==> config.mk <==
export PLATFORM = sky130hd
export DESIGN_NAME = fnv1a64_uuid_bucket_unit
export DESIGN_NICKNAME = d
export VERILOG_FILES = /design/src/sv/fnvb_pkg.sv /design/src/sv/fnvb_mix.sv /design/src/sv/fnvb_mod_unit.sv /design/src/sv/fnv1a64_uuid_bucket_unit.sv
export SDC_FILE = /design/constraint.sdc
export NUM_CORES = 1
export LEC_CHECK = 0
export BUFFER_PORTS_ARGS = -buffer_cell sky130_fd_sc_hd__buf_2
export CAP_MARGIN = 20
export CORE_MARGIN = 4
export CORE_UTILIZATION = 63
export DETAILED_ROUTE_END_ITERATION = 16
export PLACE_DENSITY = 0.82
export SETUP_SLACK_MARGIN = 0.3
export SLEW_MARGIN = 20
export SYNTH_ARGS = -nofsm -noshare
export SYNTH_HDL_FRONTEND = slang
export SYNTH_HIERARCHICAL = 1
export SYNTH_SLANG_ARGS = --single-unit
==> constraint.sdc <==
create_clock -name clk -period 8.1 [get_ports clk]
set_input_delay 0.81 -clock clk [delete_from_list [all_inputs] [get_ports clk]]
set_output_delay 0.81 -clock clk [all_outputs]
set_load 0.005 [all_outputs]
==> src/sv/fnvb_pkg.sv <==
// ============================================================================
// FNV-1a bucket hasher package
// Constants, widths and shared types of the FNV-1a 64-bit bucket hasher.
// ============================================================================
package fnvb_pkg;

    localparam int HASH_W   = 64;
    localparam int BYTE_W   = 8;
    localparam int BUCKET_W = 32;

    localparam int ID_BYTES_DEFAULT = 16;

    localparam logic [HASH_W-1:0]   FNV_BASIS     = 64'hCBF2_9CE4_8422_2325;
    // The 64-bit prime is 2^40 + 0x1B3, so the product splits into a shift
    // and a narrow constant multiply.
    localparam logic [HASH_W-1:0]   FNV_PRIME_LOW = 64'h0000_0000_0000_01B3;
    localparam int                  FNV_PRIME_SHIFT = 40;

    localparam logic [BUCKET_W-1:0] BUCKET_RESET  = 32'd16;

    // One quotient bit per step of the shared remainder unit.
    localparam int DIV_STEPS = HASH_W;
    localparam int DIV_CNT_W = $clog2(DIV_STEPS);

    typedef struct packed {
        logic busy;
        logic done;
    } fnvb_div_stat_t;

endpackage

==> src/sv/fnvb_mix.sv <==
// ============================================================================
// FNV-1a byte mix
// Folds one byte into the running hash: XOR, then multiply by the prime.
// ============================================================================
module fnvb_mix
    import fnvb_pkg::*;
(
    input  logic [HASH_W-1:0] hash,
    input  logic [BYTE_W-1:0] id_byte,
    output logic [HASH_W-1:0] hash_mixed
);

    logic [HASH_W-1:0] hash_x;

    assign hash_x     = hash ^ {{(HASH_W-BYTE_W){1'b0}}, id_byte};
    assign hash_mixed = (hash_x * FNV_PRIME_LOW) + (hash_x << FNV_PRIME_SHIFT);

endmodule

==> src/sv/fnvb_mod_unit.sv <==
// ============================================================================
// FNV-1a remainder unit
// Restoring remainder of a 64-bit hash by a 32-bit divisor, one bit a cycle.
// ============================================================================
module fnvb_mod_unit
    import fnvb_pkg::*;
(
    input  logic                clk,
    input  logic                rst_n,
    input  logic                start,
    input  logic [HASH_W-1:0]   dividend,
    input  logic [BUCKET_W-1:0] divisor,
    output fnvb_div_stat_t      stat,
    output logic [BUCKET_W-1:0] remainder
);

    logic [HASH_W-1:0]    shift_reg;
    logic [HASH_W-1:0]    shift_next;
    logic [BUCKET_W-1:0]  rem_reg;
    logic [BUCKET_W-1:0]  rem_next;
    logic [BUCKET_W-1:0]  divisor_reg;
    logic [DIV_CNT_W-1:0] cnt_reg;
    logic [DIV_CNT_W-1:0] cnt_next;
    logic                 busy_reg;
    logic                 busy_next;
    logic                 done_reg;
    logic                 done_next;
    logic [BUCKET_W:0]    rem_shift;
    logic [BUCKET_W:0]    rem_diff;

    // The partial remainder stays below the divisor, so after the shift it
    // fits one extra bit and the difference fits the register again.
    assign rem_shift = {rem_reg, shift_reg[HASH_W-1]};
    assign rem_diff  = rem_shift - {1'b0, divisor_reg};

    always_comb
    begin
        shift_next = shift_reg;
        rem_next   = rem_reg;
        cnt_next   = cnt_reg;
        busy_next  = busy_reg;
        done_next  = 1'b0;
        if (start)
        begin
            shift_next = dividend;
            rem_next   = '0;
            cnt_next   = '0;
            busy_next  = 1'b1;
        end
        else if (busy_reg)
        begin
            shift_next = {shift_reg[HASH_W-2:0], 1'b0};
            if (rem_diff[BUCKET_W])
            begin
                rem_next = rem_shift[BUCKET_W-1:0];
            end
            else
            begin
                rem_next = rem_diff[BUCKET_W-1:0];
            end
            cnt_next = cnt_reg + 1'b1;
            if (cnt_reg == DIV_CNT_W'(DIV_STEPS - 1))
            begin
                busy_next = 1'b0;
                done_next = 1'b1;
            end
        end
    end

    always_ff @(posedge clk or negedge rst_n)
    begin
        if (!rst_n)
        begin
            cnt_reg  <= '0;
            busy_reg <= 1'b0;
            done_reg <= 1'b0;
        end
        else
        begin
            cnt_reg  <= cnt_next;
            busy_reg <= busy_next;
            done_reg <= done_next;
        end
    end

    always_ff @(posedge clk)
    begin
        shift_reg <= shift_next;
        rem_reg   <= rem_next;
        if (start)
        begin
            divisor_reg <= divisor;
        end
    end

    assign stat.busy = busy_reg;
    assign stat.done = done_reg;
    assign remainder = rem_reg;

endmodule

==> src/sv/fnv1a64_uuid_bucket_unit.sv <==
// ============================================================================
// FNV-1a 64-bit identifier bucket unit
// Hashes fixed-length identifiers byte by byte and reduces each hash to a
// bucket index modulo a configurable bucket count.
// ============================================================================
// Usage:
// The input channel (id_valid, id_stall, id_byte) carries one identifier
// byte per transaction, first byte first. Each byte is absorbed in the
// cycle it is accepted. After byte number ID_BYTES the unit computes the
// remainder with a shared compare-and-subtract unit, one bit of the 64-bit
// hash per cycle, and holds id_stall high meanwhile. The result transaction
// (res_valid, res_stall, bucket_index, full_hash) is loaded into the output
// register once the remainder unit flags done and that register is free.
// A stalled result holds in the output register and bytes of the next
// identifier are still taken; once the next reduction is done, id_stall
// stays high until the output register is free.
// The bucket count is written through cfg_valid/cfg_ready/bucket_count,
// which is always ready; a count of zero gives bucket index zero.
// Reset restores the offset basis, clears the byte position and res_valid,
// and sets the bucket count to 16.
// ============================================================================
module fnv1a64_uuid_bucket_unit
    import fnvb_pkg::*;
#(
    parameter int ID_BYTES = ID_BYTES_DEFAULT
)
(
    input  logic                clk,
    input  logic                rst_n,
    input  logic                id_valid,
    output logic                id_stall,
    input  logic [BYTE_W-1:0]   id_byte,
    output logic                res_valid,
    input  logic                res_stall,
    output logic [BUCKET_W-1:0] bucket_index,
    output logic [HASH_W-1:0]   full_hash,
    input  logic                cfg_valid,
    output logic                cfg_ready,
    input  logic [BUCKET_W-1:0] bucket_count
);

    localparam int POS_W = (ID_BYTES > 1) ? $clog2(ID_BYTES) : 1;

    typedef enum logic [2:0] {
        ST_ABSORB = 3'b001,
        ST_DIVIDE = 3'b010,
        ST_HOLD   = 3'b100
    } state_t;

    state_t              state_reg;
    state_t              state_next;
    logic [HASH_W-1:0]   hash_reg;
    logic [HASH_W-1:0]   hash_final_reg;
    logic [POS_W-1:0]    pos_reg;
    logic [BUCKET_W-1:0] bucket_count_reg;
    logic                zero_div_reg;
    logic                res_valid_reg;
    logic [BUCKET_W-1:0] bucket_index_reg;
    logic [HASH_W-1:0]   full_hash_reg;

    logic [HASH_W-1:0]   hash_mixed;
    logic                byte_accept;
    logic                last_byte;
    logic                out_free;
    logic                load_out;
    fnvb_div_stat_t      div_stat;
    logic [BUCKET_W-1:0] div_rem;

    fnvb_mix u_mix (
        .hash       (hash_reg),
        .id_byte    (id_byte),
        .hash_mixed (hash_mixed)
    );

    fnvb_mod_unit u_mod (
        .clk       (clk),
        .rst_n     (rst_n),
        .start     (byte_accept && last_byte),
        .dividend  (hash_mixed),
        .divisor   (bucket_count_reg),
        .stat      (div_stat),
        .remainder (div_rem)
    );

    assign id_stall    = (state_reg != ST_ABSORB);
    assign byte_accept = id_valid && !id_stall;
    assign last_byte   = (pos_reg == POS_W'(ID_BYTES - 1));
    assign out_free    = !res_valid_reg || !res_stall;
    assign load_out    = out_free
                         && ((state_reg == ST_DIVIDE && div_stat.done)
                             || state_reg == ST_HOLD);
    assign cfg_ready   = 1'b1;

    always_comb
    begin
        state_next = state_reg;
        case (state_reg)
            ST_ABSORB:
            begin
                if (byte_accept && last_byte)
                begin
                    state_next = ST_DIVIDE;
                end
            end
            ST_DIVIDE:
            begin
                if (div_stat.done)
                begin
                    state_next = out_free ? ST_ABSORB : ST_HOLD;
                end
            end
            ST_HOLD:
            begin
                if (out_free)
                begin
                    state_next = ST_ABSORB;
                end
            end
            default:
            begin
                state_next = ST_ABSORB;
            end
        endcase
    end

    always_ff @(posedge clk or negedge rst_n)
    begin
        if (!rst_n)
        begin
            state_reg        <= ST_ABSORB;
            hash_reg         <= FNV_BASIS;
            pos_reg          <= '0;
            bucket_count_reg <= BUCKET_RESET;
            res_valid_reg    <= 1'b0;
        end
        else
        begin
            state_reg <= state_next;
            if (cfg_valid && cfg_ready)
            begin
                bucket_count_reg <= bucket_count;
            end
            if (byte_accept)
            begin
                if (last_byte)
                begin
                    hash_reg <= FNV_BASIS;
                    pos_reg  <= '0;
                end
                else
                begin
                    hash_reg <= hash_mixed;
                    pos_reg  <= pos_reg + 1'b1;
                end
            end
            if (load_out)
            begin
                res_valid_reg <= 1'b1;
            end
            else if (!res_stall)
            begin
                res_valid_reg <= 1'b0;
            end
        end
    end

    always_ff @(posedge clk)
    begin
        if (byte_accept && last_byte)
        begin
            hash_final_reg <= hash_mixed;
            zero_div_reg   <= (bucket_count_reg == '0);
        end
        if (load_out)
        begin
            bucket_index_reg <= zero_div_reg ? '0 : div_rem;
            full_hash_reg    <= hash_final_reg;
        end
    end

    assign res_valid    = res_valid_reg;
    assign bucket_index = bucket_index_reg;
    assign full_hash    = full_hash_reg;

endmodule

==> flow_metrics.env, run 1 <==
export IMPL_status="finished clean"
export IMPL_synth_cells=2434
export IMPL_cpMostUsedCell="ha_1"
export IMPL_drt_pass1_iter_count=6
export IMPL_startpoint_type="flip-flop"
export IMPL_ir_worst_vdd_v=0.0001794
export IMPL_worstSetupPathType="reg -> reg"
export IMPL_area_growth_pct=9.530
export IMPL_crit_path_end_kind="flip-flop"
export IMPL_die_w_um=218.4
export IMPL_timing_hold_ws_ps=291.5
export IMPL_initial_core_util=0.6420
export IMPL_drtIter0Drc=1494
export IMPL_total_power_mw=4.725
export IMPL_rsz0062_at_grt="no"
export IMPL_cp_max_fo=6
export IMPL_routed_wl_um=68540
export IMPL_row_count=76
export IMPL_grt_pass1_wl_um=108300
export IMPL_ctsResizeCount=0
export IMPL_maxSlewHeadroom=0.3119
export IMPL_grt_use_total=0.2928
export IMPL_p_leak_nw=13.96
export IMPL_antenna_found_initial=3
export IMPL_cts_setup_buffers=0
export IMPL_cts_tree="done"
export IMPL_cts_inserted_buffers=42
export IMPL_setup_viol=0
export IMPL_num_io_pins=144
export IMPL_slowest_delay_ps=550
export IMPL_tightest_slew_ps=1029
export IMPL_maxSlewViolCount=0
export IMPL_syn_area_um2=27900
export IMPL_clkTransAtPathRegs_ps=60
export IMPL_cp_slowest_cell="dfstp_2"
export IMPL_dp_cells=3106
export IMPL_die_area_um2=47720
export IMPL_maxCapViolCount=0
export IMPL_avgViaCountPerCell=5.856
export IMPL_clkSinkCount=401
export IMPL_io_buffer_count=142
export IMPL_drc=0
export IMPL_fillCellCount=3130
export IMPL_syn_nets=2920
export IMPL_drive_gt1_frac=0.1400
export IMPL_grt_pass1_vias=19513
export IMPL_root_buffer="clkbuf_16"
export IMPL_arrival_ps=6930
export IMPL_min_period_ps=6584
export IMPL_num_vias=18656
export IMPL_clockBufferDepth=3
export IMPL_die_y_um=218.4
export IMPL_fin_worst_skew_ps=34.20
export IMPL_instances_no_fill=3186
export IMPL_fin_tns_setup_ps=0
export IMPL_clock_latency_ps=600
export IMPL_place_congestion=0.9911
export IMPL_cellPowerDensity_nw_per_um2=154.6
export IMPL_dp_final_hpwl_um=53560
export IMPL_finalCritPeriodShare=0.8129
export IMPL_drtAntennaViolNets=0
export IMPL_synth_area_per_cell_um2=11.46
export IMPL_wl_per_cell_um=21.51
export IMPL_holdBufCountCts=0
export IMPL_fp_coreArea_um2=43460
export IMPL_grt_ovfl_total=0
export IMPL_cp_cell_sequence="xnor2_1 > inv_1 > ha_1 > xor2_1 > ha_1 > or2_2 > fa_1 > fa_1 > ha_1 > ha_1 > and4_4 > a21o_1 > a311oi_4 > a211oi_1 > or3_1 > a21oi_1 > nor3_1 > a21oi_1 > xnor2_1 > mux2_2"
export IMPL_htreeDepth=2
export IMPL_fmax_mhz=151.9
export IMPL_synth_warnings=6
export IMPL_grt_max_degree=65
export IMPL_hold_class="in -> async"
export IMPL_final_net_count=3052
export IMPL_critical_path_required_ps=8450
export IMPL_hold_viol_final=0
[cell type report]
cell class                 instances  area (µm²)  share of cell area
multi-input combinational       1509       14700              0.4809
sequential                       401       11200              0.3665
inverter                         455        1708             0.05589
clock buffer                      53        1112             0.03640
timing repair buffer             157       833.3             0.02727
tap                              585       732.0             0.02395
clock inverter                    25       275.3            0.009008
antenna                            1       2.502          0.00008189
[per-stage QoR]
stage | util | instance area (µm²) | worst slack (ps)
final | 0.7032 | 30560 | 1516
after floorplan | - | 27900 | 711.9
after global placement | 0.6709 | 29150 | 1244
after global routing | 0.7031 | 30560 | 1311
after CTS | 0.7028 | 30540 | 1550
after detailed placement | 0.6709 | 29150 | 1070
[report_power, final]
part	switching [mW]	leakage [nW]	internal, mW	total [mW]
logic	0.370	9.59	0.215	0.585
clock network	0.829	0.667	1.09	1.92
registers	0.0147	3.70	2.21	2.22
total	1.21	14.0	3.51	4.72
[placed cells by master, fill, tap and decap left out, types with 11 or more instances in the layout]
| cell | count |
|---|---|
| o22a_1 | 28 |
| a211oi_1 | 33 |
| nor2b_1 | 43 |
| ha_1 | 230 |
| nor2_1 | 74 |
| o21ai_0 | 62 |
| dfstp_2 | 30 |
| a22o_1 | 40 |
| edfxtp_1 | 257 |
| mux2i_1 | 27 |
| xor2_1 | 72 |
| inv_1 | 454 |
| a21oi_1 | 111 |
| nand4_1 | 17 |
| a21o_1 | 59 |
| o21bai_1 | 22 |
| xnor2_1 | 95 |
| buf_4 | 15 |
| nor4_1 | 11 |
| nand3_1 | 21 |
| fa_1 | 211 |
| buf_2 | 141 |
| mux2_2 | 89 |
| clkbuf_16 | 42 |
| dfrtp_1 | 82 |
| and3_1 | 15 |
| nand2_1 | 100 |
| and2_1 | 14 |
| dfxtp_1 | 32 |
[worst paths after layout]
path	from	end	slack, ps	cells past startpoint
worst max-delay path	hash_reg[0]	u_mod/shift_reg[49]	1520	20
worst min register to register	hash_final_reg[38]	full_hash[38]	400	0
worst min-delay path	rst_n	bucket_count_reg[22]	290	1
max in group asynchronous	rst_n	bucket_count_reg[1]	6470	2
min in group clk	hash_final_reg[38]	full_hash[38]	400	0
worst max register to register	hash_reg[0]	u_mod/shift_reg[49]	1520	20
[critical path, delay by kind of cell, from the launching register on]
family          cells  cell delay (ps)
compound gates      5             1460
xor+xnor            3              610
fa+ha+maj           6             2030
buf+inv             1              250
flops               1              550
mux                 1              300
simple gates        4             1160
[metal layers]
metal | up-vias | part of all wire | GRT usage | wire length, µm
li1 | 8535 | - | - | -
met1 | 9275 | 0.44 | 0.4219 | 29840
met2 | 720 | 0.46 | 0.4607 | 31600
met3 | 126 | 0.068 | 0.04408 | 4687
met4 | 0 | 0.035 | 0.1009 | 2410
met5 | - | 0 | 0 | 0
Power figures use the tool's default switching activity.
==> run 2, diff against run 1 <==
--- a/config.mk
+++ b/config.mk
@@ -8,9 +8,9 @@
 export BUFFER_PORTS_ARGS = -buffer_cell sky130_fd_sc_hd__buf_2
 export CAP_MARGIN = 20
 export CORE_MARGIN = 4
-export CORE_UTILIZATION = 63
+export CORE_UTILIZATION = 57
 export DETAILED_ROUTE_END_ITERATION = 16
-export PLACE_DENSITY = 0.82
+export PLACE_DENSITY = 0.78
 export SETUP_SLACK_MARGIN = 0.3
 export SLEW_MARGIN = 20
 export SYNTH_ARGS = -nofsm -noshare
==> constraint.sdc (replaced) <==
create_clock -name clk -period 5.86 [get_ports clk]
set_input_delay 0.586 -clock clk [delete_from_list [all_inputs] [get_ports clk]]
set_output_delay 0.586 -clock clk [all_outputs]
set_load 0.005 [all_outputs]
==> run 2 against run 1 <==
Compared with the run above:
- critical path depth up 2
- sequential share of layout area decreased by 3.4 points
- non-clock buffer count increased by 173
- wire length is 7.1% higher
- die area rose by 10%
- worst setup slack got worse by 1300 ps
- via count rose by 5.6%
- critical endpoint is now u_mod/shift_reg[41]
==> flow_metrics.env, run 2 (synthesis results as in run 1) <==
export IMPL_routed_wl_um=73400
export IMPL_antenna_found_initial=1
export IMPL_die_y_um=229.2
export IMPL_startpoint_type="flip-flop"
export IMPL_total_power_mw=7.186
export IMPL_initial_core_util=0.5807
export IMPL_maxSlewViolCount=0
export IMPL_critPathTopFamily="adder cells"
export IMPL_area_growth_pct=20.89
export IMPL_cp_slowest_cell="dfstp_2"
export IMPL_critical_path_buf_inv_count=5
export IMPL_fp_coreArea_um2=48050
export IMPL_arrival_ps=6030
export IMPL_wl_per_cell_um=21.65
export IMPL_fin_worst_skew_ps=30.24
export IMPL_cp_cell_sequence="buf_6 > xor2_4 > ha_4 > xor2_2 > buf_4 > xor2_2 > fa_1 > fa_2 > ha_4 > ha_4 > and4_4 > a21o_1 > a311oi_4 > a211oi_2 > or3_4 > buf_6 > buf_6 > a21oi_4 > buf_6 > o21ai_2 > xor2_2 > mux2_2"
export IMPL_cp_max_fo=4
export IMPL_cpMostUsedCell="buf_6"
export IMPL_clkTransAtPathRegs_ps=60
export IMPL_rr_worst_depth=22
export IMPL_drive_gt1_frac=0.2721
export IMPL_drtIter0Drc=1423
export IMPL_seq_area_um2=11220
export IMPL_maxSlewHeadroom=0.2839
export IMPL_slowest_delay_ps=580
export IMPL_io_buffer_count=142
export IMPL_path_depth=22
export IMPL_final_net_count=3226
export IMPL_fillCellCount=3294
export IMPL_placed_area_um2=30360
export IMPL_mostFrequentLayoutCell="inv_1"
export IMPL_hold_viol_final=0
export IMPL_num_io_pins=144
export IMPL_dp_final_hpwl_um=54240
export IMPL_die_area_um2=52550
export IMPL_rsz0062_at_grt="yes"
export IMPL_grt_max_degree=100
export IMPL_critical_path_required_ps=6200
export IMPL_hold_class="in -> async"
export IMPL_tightest_slew_ps=1074
export IMPL_cts_inserted_buffers=43
export IMPL_cts_tree="done"
export IMPL_grt_ovfl_total=0
export IMPL_fin_area_um2=33730
export IMPL_grt_pass1_vias=20549
export IMPL_finalCritPeriodShare=0.9714
export IMPL_row_count=80
export IMPL_clkSinkCount=401
export IMPL_avgViaCountPerCell=5.813
export IMPL_drt_pass1_iter_count=7
export IMPL_grt_use_total=0.2735
export IMPL_fmax_mhz=175.7
export IMPL_utilization=0.7020
export IMPL_worstSetupPathType="reg -> reg"
export IMPL_cellPowerDensity_nw_per_um2=213.1
export IMPL_die_w_um=229.2
export IMPL_drtAntennaViolNets=0
export IMPL_instances_no_fill=3390
export IMPL_status="finished clean"
export IMPL_setup_viol=0
export IMPL_layout_common_cells="inv_1 (438), edfxtp_1 (257), fa_1 (206), buf_4 (176), ha_1 (153)"
export IMPL_drc=0
export IMPL_maxCapViolCount=0
export IMPL_p_leak_nw=14.99
export IMPL_place_congestion=0.9687
export IMPL_num_vias=19706
export IMPL_dp_cells=3277
export IMPL_num_antenna_cells=0
export IMPL_min_period_ps=5692
export IMPL_htreeDepth=2
export IMPL_root_buffer="clkbuf_16"
export IMPL_ir_worst_vdd_v=0.0001999
export IMPL_clock_latency_ps=600
export IMPL_multi_input_area_um2=16320
export IMPL_grt_pass1_wl_um=113900
export IMPL_crit_path_end_kind="flip-flop"
export IMPL_holdBufCountCts=0
export IMPL_clockBufferDepth=3
run 2: changes by cell type in the layout (fill, tap and decap cells not counted), moves of 16 or more:
cell	before	now
xnor2_1	95	78
buf_4	15	176
inv_1	454	438
dfrtp_2	0	16
dfrtp_1	82	66
a21oi_1	111	89
a21oi_2	2	19
ha_2	0	16
ha_4	0	61
ha_1	230	153
run 2: metrics by stage:
step	hold slack [ps]	setup slack (ps)	setup TNS, ps
global route	116.9	34.59	0
floorplan	290.4	301.8	0
finish	67.89	167.6	0
detailed placement	404.5	-383.7	-6203
global placement	403.1	-245.4	-2795
CTS	91.35	183.7	0
run 2: layout make-up:
type,instances,share of cell area
flip-flops and latches,401,0.3326
multi-input cells,1509,0.4839
clock buffers,55,0.03354
inverters,455,0.05086
well taps,615,0.02281
repair buffers,330,0.06481
clock inverters,25,0.01146
run 2: per-layer routing:
metal	global-route usage	wire length (µm)	vias up
met2	0.4485	35170	714
met1	0.3808	31240	9960
li1	-	-	8877
met3	0.04995	4741	155
met5	0	0	-
met4	0.07056	2247	0
run 2: power by group:
group          switching, mW  internal (mW)  leakage (nW)
logic                  0.645          0.553          10.6
registers             0.0195           3.05          3.67
clock network           1.18           1.74         0.741
run 2: worst paths after layout:
kind                               startpoint                   end  slack (ps)
min in group clk             bucket_count[19]  bucket_count_reg[19]         210
max in group asynchronous               rst_n          hash_reg[30]        4320
hold reg to reg            hash_final_reg[32]         full_hash[32]         410
hold / removal                          rst_n  bucket_count_reg[22]          70
setup reg to reg                  hash_reg[5]   u_mod/shift_reg[41]         170
setup / recovery                  hash_reg[5]   u_mod/shift_reg[41]         170
run 2: what timing repair did:
action	CTS	global route
pin swaps	46	46
gates resized for setup	119	157
setup buffers	16	16
setup endpoints to repair	90	90
cloned	0	0
